**src/sv/lkl_pkg.sv**
```systemverilog
// Shared types and constants of the key list core
package lkl_pkg;

  localparam int KEY_W = 32;
  localparam int OCC_W = 4;
  localparam int OP_W  = 2;

  localparam logic [OP_W-1:0] OP_INSERT = 2'd0;
  localparam logic [OP_W-1:0] OP_DELETE = 2'd1;
  localparam logic [OP_W-1:0] OP_SEARCH = 2'd2;

  // How the slot row moves for one transaction
  typedef struct packed {
    logic shift_in;   // open slot 0 for the new key, close the gap at the match
    logic shift_out;  // pull entries above the match down by one
  } lkl_move_t;

endpackage

```
**src/sv/lru_key_list_core.sv**
```systemverilog
// Top level of the least-recently-used key list
// Usage:
//   Slave channel s_*: one transaction per operation. s_tuser carries the
//   op code (insert, delete, search and promote), s_tdata the 32-bit key.
//   Master channel m_*: exactly one result transaction per operation, in
//   order: hit, evicted, evicted key (zero when nothing was dropped) and
//   the occupancy after the operation, modulo 16.
// Path: an accepted operation is held in the input register, then loads
//   the result register as soon as that register is empty or being taken.
// Throughput: one operation per cycle while m_tready is high. The compare
//   over all CAPACITY slots and the one-step reorder of the slot row sit
//   between the input and result registers, and the list state updates on
//   the same edge that loads the result, so the next operation sees it.
// Reset: rst clears the occupancy and both valid flags; slot contents are
//   not cleared, only slots below the occupancy are ever compared.
// Stall: while m_tready is low the result holds; one more operation waits
//   in the input register, then s_tready drops until the result is taken.
module lru_key_list_core #(
  parameter int CAPACITY = 8
) (
  input  logic        clk,
  input  logic        rst,
  input  logic        s_tvalid,
  output logic        s_tready,
  input  logic [31:0] s_tdata,   // [31:0] key
  input  logic [1:0]  s_tuser,   // [1:0] op
  output logic        m_tvalid,
  input  logic        m_tready,
  output logic [39:0] m_tdata    // [0] hit, [1] evicted, [33:2] evicted_key,
                                 // [37:34] occupancy, [39:38] zero
);
  import lkl_pkg::*;

  localparam int CNT_W = $clog2(CAPACITY + 1);

  // input register
  logic             in_valid;
  logic [OP_W-1:0]  in_op;
  logic [KEY_W-1:0] in_key;

  // list state
  logic [CAPACITY-1:0][KEY_W-1:0] slots;
  logic [CAPACITY-1:0][KEY_W-1:0] slots_next;
  logic [CNT_W-1:0]               count;
  logic [CNT_W-1:0]               count_next;

  // result register
  logic             out_valid;
  logic             out_hit;
  logic             out_evicted;
  logic [KEY_W-1:0] out_evicted_key;
  logic [OCC_W-1:0] out_occupancy;

  logic                advance;
  logic                work;
  logic                hit;
  logic                hit_result;
  logic                full;
  logic                evict;
  logic [CAPACITY-1:0] match_at_or_before;
  lkl_move_t           move;
  logic [CNT_W+OCC_W-1:0] occ_wide;

  // result register frees up when empty or taken this cycle
  assign advance  = !out_valid || m_tready;
  assign s_tready = !in_valid || advance;
  assign work     = in_valid && advance;
  assign full     = (count == CNT_W'(CAPACITY));

  lkl_match #(
    .CAPACITY (CAPACITY),
    .CNT_W    (CNT_W)
  ) u_match (
    .slots              (slots),
    .count              (count),
    .key                (in_key),
    .match_at_or_before (match_at_or_before),
    .hit                (hit)
  );

  // decode the operation into row movement and occupancy change
  always_comb begin
    move       = '0;
    count_next = count;
    hit_result = 1'b0;
    evict      = 1'b0;
    case (in_op)
      OP_INSERT: begin
        move.shift_in = 1'b1;
        hit_result    = hit;
        // a miss on a full list drops the tail slot
        evict         = !hit && full;
        if (!hit && !full) begin
          count_next = count + CNT_W'(1);
        end
      end
      OP_DELETE: begin
        move.shift_out = hit;
        hit_result     = hit;
        if (hit) begin
          count_next = count - CNT_W'(1);
        end
      end
      OP_SEARCH: begin
        move.shift_in = hit;
        hit_result    = hit;
      end
      default: begin
        // unused code: no change, hit reads as zero
        move = '0;
      end
    endcase
  end

  lkl_shift #(
    .CAPACITY (CAPACITY)
  ) u_shift (
    .slots              (slots),
    .key                (in_key),
    .match_at_or_before (match_at_or_before),
    .move               (move),
    .slots_next         (slots_next)
  );

  // occupancy is reported modulo 16
  assign occ_wide = {{OCC_W{1'b0}}, count_next};

  // control state
  always_ff @(posedge clk) begin
    if (rst) begin
      in_valid  <= 1'b0;
      out_valid <= 1'b0;
      count     <= '0;
    end else begin
      if (s_tready) begin
        in_valid <= s_tvalid;
      end
      if (advance) begin
        out_valid <= in_valid;
      end
      if (work) begin
        count <= count_next;
      end
    end
  end

  // payload: hold input, commit list and result
  always_ff @(posedge clk) begin
    if (s_tvalid && s_tready) begin
      in_op  <= s_tuser;
      in_key <= s_tdata;
    end
    if (work) begin
      slots           <= slots_next;
      out_hit         <= hit_result;
      out_evicted     <= evict;
      out_evicted_key <= evict ? slots[CAPACITY-1] : '0;
      out_occupancy   <= occ_wide[OCC_W-1:0];
    end
  end

  assign m_tvalid = out_valid;
  assign m_tdata  = {2'b00, out_occupancy, out_evicted_key, out_evicted, out_hit};

endmodule

```
**src/sv/lkl_match.sv**
```systemverilog
// Associative compare of one key against every held slot
module lkl_match #(
  parameter int CAPACITY = 8,
  parameter int CNT_W    = 4
) (
  input  logic [CAPACITY-1:0][lkl_pkg::KEY_W-1:0] slots,
  input  logic [CNT_W-1:0]                        count,
  input  logic [lkl_pkg::KEY_W-1:0]               key,
  output logic [CAPACITY-1:0]                     match_at_or_before,
  output logic                                    hit
);
  import lkl_pkg::*;

  logic [CAPACITY-1:0] match;

  for (genvar i = 0; i < CAPACITY; i++) begin : g_cmp
    assign match[i]              = (count > CNT_W'(i)) && (slots[i] == key);
    assign match_at_or_before[i] = |match[i:0];
  end

  assign hit = |match;

endmodule

```
**src/sv/lkl_shift.sv**
```systemverilog
// Next contents of the slot row: push to front, or close a gap
module lkl_shift #(
  parameter int CAPACITY = 8
) (
  input  logic [CAPACITY-1:0][lkl_pkg::KEY_W-1:0] slots,
  input  logic [lkl_pkg::KEY_W-1:0]               key,
  input  logic [CAPACITY-1:0]                     match_at_or_before,
  input  lkl_pkg::lkl_move_t                      move,
  output logic [CAPACITY-1:0][lkl_pkg::KEY_W-1:0] slots_next
);
  import lkl_pkg::*;

  for (genvar i = 0; i < CAPACITY; i++) begin : g_slot
    logic [KEY_W-1:0] from_front;
    logic [KEY_W-1:0] from_back;

    if (i == 0) begin : g_head
      assign from_front = key;
    end else begin : g_body
      // shift down only up to and including the matched slot
      assign from_front = match_at_or_before[i-1] ? slots[i] : slots[i-1];
    end

    if (i < CAPACITY - 1) begin : g_pull
      assign from_back = match_at_or_before[i] ? slots[i+1] : slots[i];
    end else begin : g_last
      assign from_back = slots[i];
    end

    assign slots_next[i] = move.shift_in  ? from_front :
                           move.shift_out ? from_back  : slots[i];
  end

endmodule

```
**config.mk**
```make
export PLATFORM = sky130hd
export DESIGN_NAME = lru_key_list_core
export DESIGN_NICKNAME = d
export VERILOG_FILES = /design/src/sv/lkl_pkg.sv /design/src/sv/lru_key_list_core.sv /design/src/sv/lkl_match.sv /design/src/sv/lkl_shift.sv
export SDC_FILE = /design/constraint.sdc
export NUM_CORES = 1
export LEC_CHECK = 0
export BUFFER_PORTS_ARGS = -buffer_cell sky130_fd_sc_hd__buf_2
export CORE_MARGIN = 2
export CORE_UTILIZATION = 62
export DETAILED_ROUTE_END_ITERATION = 16
export MAX_ROUTING_LAYER = met4
export PLACE_DENSITY_LB_ADDON = 0.1
export SLEW_MARGIN = 20
export SYNTH_ARGS = -nofsm -noshare
export SYNTH_HDL_FRONTEND = slang
export SYNTH_SLANG_ARGS = --single-unit
```
**constraint.sdc**
```tcl
create_clock -name clk -period 15.56 [get_ports clk]
set_clock_uncertainty 0.05 [all_clocks]
set_input_delay 2.334 -clock clk [delete_from_list [all_inputs] [get_ports clk]]
set_output_delay 2.334 -clock clk [all_outputs]
set_load 0.005 [all_outputs]
```
### Word-level counts from Yosys, hierarchy flattened

Index checks and enable logic that the tools add are counted.

* register bits: 334
* bits of input ports: 38
* output and inout port bits: 42
* word-level logic and storage cells: 95

* $add $sub $neg: 2
* order comparisons: 8
* equal/unequal tests: 11
* muxes and demuxes: 27
* reductions and logical operators: 30

Operators with widths (count)
* $mux 32: 21
* $eq 32x32->1: 8
* $gt 4x3->1 const B: 4
* $logic_and 1x1->1: 12
* $gt 4x1->1 const B: 2
* $gt 4x2->1 const B: 2
* $mux 4: 2
* $pmux 4 s2: 1
* $reduce_or 8->1: 1
* $reduce_or 7->1: 1
* $reduce_or 3->1: 2
* $reduce_or 6->1: 1
* $reduce_or 5->1: 1
* $add 4x1->4 const B: 1
* $eq 4x4->1 const B: 1
* $logic_not 1->1: 4
* $reduce_and 2->1: 2
* $reduce_or 4->1: 1
* $sub 4x1->4 const B: 1
* $eq 2x1->1 const B: 1
* $eq 2x2->1 const B: 1
* $logic_not 2->1: 1
* $logic_or 1x1->1: 2
* $mux 1: 2
* other kinds (3): 3

### Longest topological paths before layout

Gate-level depths: netlist of the first run.

* depth in word-level cells: 7
* depth in mapped cells: 14
* depth with buffers taken out: 11

### Modules after synthesis

From an unflattened synthesis of the first run, not the netlist that was laid out.

* cell total of the unflattened synthesis: 1932
* area, all modules: 23156.0 um^2

Modules (own cells, without submodules)
* lru_key_list_core: instances 1, cells an instance 427, area an instance 10542.6 um^2, seq. area each 9969.6 um^2
* lkl_shift: instances 1, cells an instance 1106, area an instance 9417.8 um^2, seq. area each 0.0 um^2
* lkl_match: instances 1, cells an instance 399, area an instance 3195.6 um^2, seq. area each 0.0 um^2

### Least setup slack after synthesis of the first run

No wires, ideal clock.

* path kind: input to register
* start point: input port m_tready
* end point: register slots[0] (netlist bit), enable pin
* library setup time: 0.817 ns
* data arrival time: 12.001 ns
* data required time: 14.693 ns
* path slack: 2.692 ns
* cell stages on the path: 4
* path buffers: 1
* cell sequence: nor2b_1 > nand2b_1 > clkbuf_1 > nor2_1

* word-level cells in the longest chain between the ends: 3

Ends and longest elaborated chain
* from (decl): line lru_key_list_core.sv:28 `input logic m_tready,`
* $logic_or 1x1->1: line lru_key_list_core.sv:65 `assign advance = !out_valid || m_tready;`
* $logic_and 1x1->1: line lru_key_list_core.sv:67 `assign work = in_valid && advance;`
* $reduce_and 2->1 (no line)
* to (signal assigned): line lru_key_list_core.sv:154 `slots <= slots_next;`
* to (decl): line lru_key_list_core.sv:42 `logic [CAPACITY-1:0][KEY_W-1:0] slots;`

Every way passes these cells.
A chain may end at the register's enable or synchronous reset.

### Worst setup path after layout of the first run

* start point: register in_key[30]
* end point: register slots[177] (netlist bit), enable pin

* word-level cells in the longest chain between the ends: 6
* elaborated cells on any way between the ends: 21
* classes of those cells: eq/ne (8); mux (2); reduce/logical (11)

Ends and longest elaborated chain
* from (decl): line lru_key_list_core.sv:39 `logic [KEY_W-1:0] in_key;`
* from (signal assigned): line lru_key_list_core.sv:151 `in_key <= s_tdata;`
* $eq 32x32->1: line lkl_match.sv:17 `assign match[i] = (count > CNT_W'(i)) && (slots[i] == key);`
* $logic_and 1x1->1: line lkl_match.sv:17
* $reduce_or 8->1 (*): line lkl_match.sv:21 `assign hit = |match;`
* $pmux 1 s2 or $mux 1 (tied branches): line lru_key_list_core.sv:87 `case (in_op)`
* $reduce_bool 2->1 (no line) (*)
* $reduce_and 2->1 (no line) (*)

Every way passes the cells marked *; elsewhere a longest branch is shown, timed or not.

==> results of run 1 <==
tightest hold or removal path: stages, from the launching register on:
cell and delay [ns]:
dfxtp_1 0.33, nor2_1 0.11, nor2_1 0.04
Yosys cell counts, types with 3 or more instances:
master / instances / area share
xnor2_1: 159 / 0.074
buf_2: 56 / 0.015
nor2_2: 31 / 0.010
xor2_1: 100 / 0.047
and3_1: 3 / 0.0010
nand2b_1: 3 / 0.0010
nand4b_1: 5 / 0.0023
nor3_1: 13 / 0.0035
mux2i_1: 35 / 0.019
o21ai_0: 33 / 0.0088
o221a_2: 31 / 0.019
mux2_2: 32 / 0.019
buf_4: 10 / 0.0040
nor2_1: 181 / 0.036
or4_1: 4 / 0.0016
buf_6: 13 / 0.0078
o22ai_1: 130 / 0.043
nor3b_1: 3 / 0.0012
nand4_1: 52 / 0.017
a21o_1: 33 / 0.013
or3_1: 34 / 0.011
a22o_1: 32 / 0.015
nor4b_1: 3 / 0.0014
ha_1: 5 / 0.0033
and2_1: 35 / 0.012
inv_1: 36 / 0.0072
edfxtp_1: 328 / 0.53
a21oi_2: 30 / 0.014
nor4_1: 34 / 0.011
nand3_1: 13 / 0.0035
clkbuf_1: 40 / 0.0080
nand2_1: 68 / 0.014
a21oi_1: 9 / 0.0024
dfxtp_1: 6 / 0.0064
registers in the layout (all words and copies together), names as in the netlist:
name and cells:
slots 256, in_key 32, out_evicted_key 32, count 4, out_occupancy 4, in_op 2
in_valid 1, m_tvalid 1, out_evicted 1, out_hit 1
where the power goes:
group / internal (mW) / leakage (nW) / switching, mW
Sequential: 1.01 / 3.07 / 0.0427
Combinational: 0.0637 / 3.58 / 0.0973
Clock: 0.472 / 0.544 / 0.358
Total: 1.55 / 7.19 / 0.498
cell type report:
type	instances	area [um2]	area share
well taps	390	488	0.0241
inverters	37	139	0.00685
clock buffers	45	998	0.0493
repair buffers	101	566	0.0279
flip-flops and latches	334	9970	0.492
multi-input cells	1149	7990	0.394
clock inverters	18	119	0.00586
cell families after synthesis:
group / after synthesis / synth area share
simple gates: 497 / 0.136
xor+xnor: 259 / 0.121
other cells: 1 / 0.000200
mux: 67 / 0.0380
fa+ha+maj: 5 / 0.00334
buf+inv: 157 / 0.0425
flops: 334 / 0.533
compound gates: 319 / 0.126
worst max-delay path by stage:
stage	startpoint	endpoint	slack (ns)	cells after the start
3_3_place_gp	in_key[21]	slots[200]	9.53	11
3_5_place_dp	in_key[21]	slots[209]	9.46	11
5_1_grt	in_key[21]	slots[177]	9.03	11
4_1_cts	in_key[21]	slots[209]	9.42	11
2_1_floorplan	m_tready	slots[0]	2.69	4
6_report	in_key[30]	slots[177]	9.37	11
through the flow:
step	setup WS, ns	cells	area [um2]
final	9.37	2074	20300
after global routing	9.03	2074	20300
after CTS	9.42	2074	20300
after detailed placement	9.46	2011	19100
after global placement	9.53	2011	19100
after floorplan	2.69	1640	18700
per-layer routing:
layer	GRT usage	wire (um)	vias to the layer above
li1	-	-	6110
met1	0.520	22900	6778
met2	0.537	25100	779
met3	0.0443	4850	128
met4	0.154	2640	0
met5	-	0	-
==> impl_metrics.py, run 1 <==
metrics = {
    "finish": {
        "fillers": 2268,
        "syn2layout_area_growth_pct": 8.35,
        "layout_commonest_cell": "edfxtp_1",
        "diodes": 0,
        "post-route-util": 0.684,
        "final_cell_mix": "edfxtp_1, nor2_1, xnor2_1",
        "nNetsFinal": 1703,
        "drive_gt1_frac": 0.179,
    },
    "floorplanning": {
        "core_um2": 29600,
        "die-area_um2": 31600,
        "die_x_um": 178,
        "io_pins": 80,
        "rows": 63,
        "start_util": 0.631,
        "die-height_um": 178,
    },
    "worst_hold_path": {
        "worstHoldPathCells": 2,
        "holdCritStartpoint": "in_valid",
        "hold-path-endpoint": "m_tvalid",
        "hold_path_class": "reg2reg",
    },
    "clock_tree": {
        "clockBufferDepth": 3,
        "cts_resized": 0,
        "clkTransAtPathRegs_ns": 0.06,
        "htreeDepth": 2,
        "clk_latency_ns": 0.54,
        "cts-hold-fix-buffers": 0,
        "cts.sinks": 334,
        "cts_buffers": 37,
        "cts_tree": "done",
        "cts_setup_buffers": 0,
        "cts_root_buf": "clkbuf_16",
    },
    "yosys": {
        "async_flop_share": 0,
        "ys_types": 66,
        "synthFlopType": "edfxtp_1",
        "synthCells": 1639,
        "synth_edf_count": 328,
        "syn_area_um2": 18700,
        "seq_area_frac_synth": 0.533,
        "yosys_warnings": 0,
        "synth.avg_cell_area_um2": 11.4,
        "ys_ff_latch": 334,
    },
    "sta": {
        "drv_slew": 0,
        "timing.final.crit_period_ns": 6.19,
        "setup_viol": 0,
        "finalHoldViolations": 0,
        "slew_headroom": 0.225,
        "fmax_mhz": 162,
        "worst_pin_slew_ns": 1.15,
        "setup_tns_ns": 0,
        "hold_ws_ns": 0.478,
        "rsz0062_at_grt": "false",
        "finalCritPeriodShare": 0.398,
    },
    "route": {
        "vias": 13800,
        "post-route-drc-count": 0,
        "vias_per_cell": 6.65,
        "wl_per_cell_um": 26.8,
        "drtAntennaViolNets": 0,
        "drt-total-wl_um": 55500,
        "drt_iter0_drc": 1969,
        "first_pass_iters": 6,
    },
    "pwr": {
        "leakagePower_nw": 7.19,
        "cellPowerDensity_nw_per_um2": 101,
        "peakVddDrop_mv": 0.0972,
        "total_power_mw": 2.05,
    },
    "worst_setup_path": {
        "path_class": "reg2reg",
        "critical_path_required_ns": 15.65,
        "r2r_cells": 11,
        "crit_arrival_ns": 6.28,
        "crit_chain": "xor2_1, nor4_1, nand4_1, or4_4, nand3_4, o31a_2, buf_4, nor2_1, nor2_4, buf_4, buf_4",
        "path_delay_family": "buffers and inverters",
        "start_kind": "flip-flop",
        "r2r_setup_slack_ns": 9.37,
        "crit_path_end_kind": "flip-flop",
        "slowest_delay_ns": 0.94,
        "reg2reg_from": "in_key[30]",
        "cp_max_fo": 78,
        "crit_slowest_cell": "buf_4",
        "cpMostUsedCell": "buf_4",
        "timing.critical_path.buf_inv": 3,
        "r2r_end": "slots[177]",
    },
    "global_route": {
        "grt_max_degree": 79,
        "grt_use_total": 0.366,
        "antenna_found_initial": 0,
        "grt_pass1_vias": 13100,
        "grt_pass1_wl_um": 83100,
        "overflow": 0,
    },
    "job": {
        "maxCapViolations": 0,
    },
    "place": {
        "port_buffers": 77,
        "place_congestion": 0.973,
        "place_hpwl_um": 40000,
    },
    "run_status": {
        "status": "complete, no violations",
    },
}
Power figures use the tool's default switching activity.
==> run 2: changes to the inputs <==
Settings changed: CORE_UTILIZATION 62 to 57.
Clock period 15.56 ns to 5.05 ns, I/O delays scaled along.
==> run 2 against run 1 <==
Compared with the run above: power rose to 3.1 times the previous value; sequential cell count did not move; routed wire length is 1.8% lower; register-to-register slack got worse by 8.8 ns; cell area up 1.6%.
==> impl_metrics.py, run 2 (same netlist as run 1, synthesis figures left out) <==
metrics = {
    "route": {
        "dr.max_layer_used": "met4",
        "met2WireLength_um": 23800,
        "post-route-drc-count": 0,
        "drt-total-wl_um": 54500,
        "vias": 13700,
        "dr_wl_met3_um": 3960,
        "vias_per_cell": 6.40,
        "drt_iter0_drc": 1643,
        "drtAntennaViolNets": 0,
        "met1_length_um": 23900,
        "first_pass_iters": 5,
        "wl_per_cell_um": 25.4,
    },
    "global_route": {
        "antenna_found_initial": 0,
        "grt_pass1_vias": 13100,
        "grt_max_degree": 96,
        "overflow": 0,
        "grt_pass1_wl_um": 82000,
        "grt_use_total": 0.332,
    },
    "clock_tree": {
        "clk_latency_ns": 0.53,
        "cts.sinks": 334,
        "cts_root_buf": "clkbuf_16",
        "htreeDepth": 2,
        "cts_buffers": 37,
        "cts_setup_buffers": 0,
        "clkTransAtPathRegs_ns": 0.06,
        "cts_tree": "done",
        "cts-hold-fix-buffers": 0,
        "clockBufferDepth": 3,
        "cts_resized": 0,
    },
    "sta": {
        "worst_pin_slew_ns": 1.04,
        "setup_tns_ns": 0,
        "drv_slew": 0,
        "timing.final.crit_period_ns": 4.47,
        "fmax_mhz": 224,
        "hold_ws_ns": 0.349,
        "slew_headroom": 0.305,
        "finalCritPeriodShare": 0.885,
        "setup_viol": 0,
        "finalHoldViolations": 0,
        "rsz0062_at_grt": "false",
    },
    "floorplanning": {
        "rows": 66,
        "core_um2": 32500,
        "start_util": 0.576,
        "io_pins": 80,
        "die-area_um2": 34300,
        "die-height_um": 185,
        "die_x_um": 185,
    },
    "place": {
        "port_buffers": 77,
        "place_congestion": 1.15,
        "place_hpwl_um": 39400,
    },
    "worst_setup_path": {
        "cp_max_fo": 43,
        "crit_arrival_ns": 4.70,
        "r2r_end": "slots[48]",
        "start_kind": "flip-flop",
        "path_class": "reg2reg",
        "r2r_cells": 11,
        "reg2reg_from": "in_key[23]",
        "critical_path_required_ns": 5.27,
        "r2r_setup_slack_ns": 0.58,
        "crit_path_end_kind": "flip-flop",
    },
    "finish": {
        "fillers": 2584,
        "diodes": 0,
        "layout_commonest_cell": "edfxtp_1",
        "largest_reg_flops": 256,
        "drive_gt1_frac": 0.186,
        "top_regs": "slots: 256 flops, in_key: 32 flops, out_evicted_key: 32 flops",
        "syn2layout_area_growth_pct": 10.1,
        "nNetsFinal": 1716,
        "max_flop_register": "slots",
        "final_cell_mix": "edfxtp_1, nor2_1, xnor2_1",
    },
    "run_status": {
        "status": "complete, no violations",
    },
    "job": {
        "maxCapViolations": 0,
    },
    "worst_hold_path": {
        "hold_path_class": "in2reg",
        "worstHoldPathCells": 1,
        "holdCritStartpoint": "s_tdata[6]",
        "hold-path-endpoint": "in_key[6]",
    },
    "pwr": {
        "leakagePower_nw": 7.32,
        "cellPowerDensity_nw_per_um2": 312,
        "peakVddDrop_mv": 0.300,
    },
}
[run 2: cell count changes in the layout (fill, tap and decap cells not counted), sizes merged]
cell / delta
buf: +13
clkbuf: +4
bufinv: +2
clkinvlp: -2
inv: +1
[run 2: through the flow]
| stage | util | worst slack (ns) | std cells | power (mW) | area, um2 |
|---|---|---|---|---|---|
| CTS | 0.635 | 0.539 | 2144 | 6.45 | 20600 |
| global route | 0.635 | 0.423 | 2144 | 6.60 | 20600 |
| global placement | 0.598 | 0.585 | 2076 | 3.79 | 19400 |
| finish | 0.635 | 0.580 | 2144 | 6.43 | 20600 |
| floorplan | - | -0.882 | 1640 | 3.63 | 18900 |
| detailed placement | 0.598 | 0.572 | 2076 | 3.80 | 19400 |
[run 2: layout make-up]
| type | instances | area, um2 | area share |
|---|---|---|---|
| flip-flops and latches | 334 | 9970 | 0.484 |
| well taps | 442 | 553 | 0.0268 |
| inverters | 37 | 139 | 0.00674 |
| clock inverters | 19 | 170 | 0.00826 |
| multi-input cells | 1149 | 8040 | 0.390 |
| clock buffers | 49 | 1010 | 0.0492 |
| repair buffers | 114 | 713 | 0.0346 |
[run 2: how the worst max path moves through the flow]
stage,startpoint,cells past startpoint,endpoint,slack (ns)
6_report,in_key[23],11,slots[48],0.58
5_1_grt,in_key[23],11,slots[49],0.42
4_1_cts,in_key[23],11,slots[48],0.54
3_5_place_dp,in_key[23],11,slots[46],0.57
3_3_place_gp,in_key[23],11,slots[50],0.58
2_1_floorplan,in_key[27],11,slots[0],-0.88
[run 2: worst max-delay path, cell delays in order (launching register included)]
cell	delay [ns]
edfxtp_1	0.82
xor2_1	0.21
nor4_1	0.59
nand4_1	0.26
or4_4	0.56
nand3_4	0.20
o31a_4	0.42
buf_4	0.42
nand2_1	0.13
buf_4	0.24
o22ai_1	0.20
nor2_1	0.08
[run 2: metal layers]
layer / track usage / vias up
met5: - / -
met2: 0.477 / 711
met3: 0.0370 / 141
met4: 0.155 / 0
met1: 0.473 / 6717
li1: - / 6150
[run 2: where the power goes]
group / switching [mW] / internal [mW] / leakage [nW]
Clock: 1.11 / 1.57 / 0.576
Sequential: 0.129 / 3.12 / 3.07
Combinational: 0.298 / 0.204 / 3.67
Total: 1.53 / 4.90 / 7.32
==> run 3: changes to the inputs <==
==> constraint.sdc (replaced) <==
create_clock -name clk -period 5.05 [get_ports clk]
set_clock_uncertainty 0.05 [all_clocks]
set_input_delay 0.505 -clock clk [delete_from_list [all_inputs] [get_ports clk]]
set_output_delay 0.505 -clock clk [all_outputs]
set_load 0.005 [all_outputs]
==> run 3 against run 2 <==
Compared with the run above: register-to-register slack better by 0.06 ns; sequential power about the same; power up 2.4%; cell count down 0.28%; fmax up 1.3%; cell area up 0.23%; sequential cell count unchanged; routed wire length about the same; critical path type unchanged; highest routed layer unchanged.
==> impl_metrics.py, run 3 (same netlist as run 1, synthesis figures left out) <==
metrics = {
    "run_status": {
        "status": "complete, no violations",
    },
    "finish": {
        "drive_gt1_frac": 0.188,
        "layout_commonest_cell": "edfxtp_1",
        "nNetsFinal": 1711,
        "syn2layout_area_growth_pct": 10.4,
        "max_flop_register": "slots",
        "diodes": 0,
        "top_regs": "slots: 256 flops, in_key: 32 flops, out_evicted_key: 32 flops",
        "largest_reg_flops": 256,
        "final_cell_mix": "edfxtp_1, nor2_1, xnor2_1",
        "final_area_um2": 20600,
        "post-route-util": 0.636,
    },
    "floorplanning": {
        "core_um2": 32500,
        "die-height_um": 185,
        "rows": 66,
        "start_util": 0.576,
        "io_pins": 80,
        "die_x_um": 185,
        "die-area_um2": 34300,
    },
    "global_route": {
        "grt_pass1_vias": 12600,
        "antenna_found_initial": 0,
        "overflow": 0,
        "grt_use_total": 0.329,
        "grt_max_degree": 64,
        "grt_pass1_wl_um": 80700,
    },
    "route": {
        "drt_iter0_drc": 1762,
        "vias_per_cell": 6.35,
        "vias": 13600,
        "drtAntennaViolNets": 0,
        "wl_per_cell_um": 25.5,
        "drt-total-wl_um": 54600,
        "first_pass_iters": 7,
        "post-route-drc-count": 0,
    },
    "sta": {
        "hold_ws_ns": 0.0962,
        "timing.final.crit_period_ns": 4.41,
        "drv_slew": 0,
        "fmax_mhz": 227,
        "fin_ws_ns": 0.635,
        "slew_headroom": 0.255,
        "worst_pin_slew_ns": 1.12,
        "setup_viol": 0,
        "finalCritPeriodShare": 0.874,
        "finalHoldViolations": 0,
        "rsz0062_at_grt": "false",
    },
    "clock_tree": {
        "cts_setup_buffers": 0,
        "clkTransAtPathRegs_ns": 0.06,
        "cts_resized": 0,
        "cts-hold-fix-buffers": 0,
        "clk_latency_ns": 0.53,
        "htreeDepth": 2,
        "cts.sinks": 334,
        "cts_root_buf": "clkbuf_16",
        "cts_buffers": 37,
        "clockBufferDepth": 3,
        "cts_tree": "done",
    },
    "worst_setup_path": {
        "crit_chain": "xor2_1, nor4_1, nand4_1, or4_4, nand3_4, o31a_4, buf_4, nand2_1, buf_4, o22ai_1, nor2_1",
        "cpMostUsedCell": "buf_4",
        "crit_path_end_kind": "flip-flop",
        "slowest_delay_ns": 0.76,
        "cp_max_fo": 43,
        "crit_slowest_cell": "edfxtp_1",
        "timing.critical_path.buf_inv": 2,
        "critical_path_required_ns": 5.28,
        "path_delay_family": "simple AND/OR/NAND/NOR gates",
        "start_kind": "flip-flop",
        "crit_arrival_ns": 4.65,
        "path_class": "reg2reg",
    },
    "place": {
        "port_buffers": 77,
        "place_congestion": 1.07,
        "place_hpwl_um": 39400,
        "pre_cts_ws_ns": 0.655,
        "place_area_um2": 19400,
    },
    "pwr": {
        "peakVddDrop_mv": 0.296,
        "leakagePower_nw": 7.34,
        "cellPowerDensity_nw_per_um2": 319,
    },
    "worst_hold_path": {
        "hold_path_class": "in2reg",
    },
    "job": {
        "maxCapViolations": 0,
    },
}
## run 3: final cells by class
type	instances	area, um2
Timing Repair Buffer	109	688
Fill cell	2571	11800
Sequential cell	334	9970
Tap cell	442	553
Clock inverter	26	284
Clock buffer	41	983
Inverter	37	139
Multi-Input combinational cell	1149	8030
## run 3: routing by layer
layer  part of all wire  GRT usage
met1               0.43      0.466
met2               0.44      0.483
met3              0.075     0.0336
met4              0.048      0.148
met5                  0          -
## run 3: worst register-to-register path, delay by kind of cell, from the launching register on
kind / cells / cell delay [ns]
flops: 1 / 0.76
buf+inv: 2 / 0.71
simple gates: 6 / 1.83
xor+xnor: 1 / 0.20
compound gates: 2 / 0.62
## run 3: worst paths after layout
check	startpoint	end	slack (ns)	depth (start not counted)
hold reg to reg	in_valid	m_tvalid	0.47	2
setup / recovery	in_key[23]	slots[39]	0.64	11
setup reg to reg	in_key[23]	slots[39]	0.64	11
hold / removal	s_tdata[21]	in_key[21]	0.1	1
## run 3: report_power, final
group | internal (mW) | leakage (nW) | switching, mW
Combinational | 0.202 | 3.65 | 0.288
Clock | 1.71 | 0.623 | 1.12
Sequential | 3.12 | 3.07 | 0.138
## run 3: through the flow
| step | TNS (ns) | std cells | total power, mW |
|---|---|---|---|
| finish | 0 | 2138 | 6.59 |
| CTS | 0 | 2138 | 6.61 |
| detailed placement | 0 | 2071 | 3.80 |
| global route | 0 | 2138 | 6.77 |
| floorplan | -197.62 | 1640 | 3.63 |
| global placement | 0 | 2071 | 3.79 |
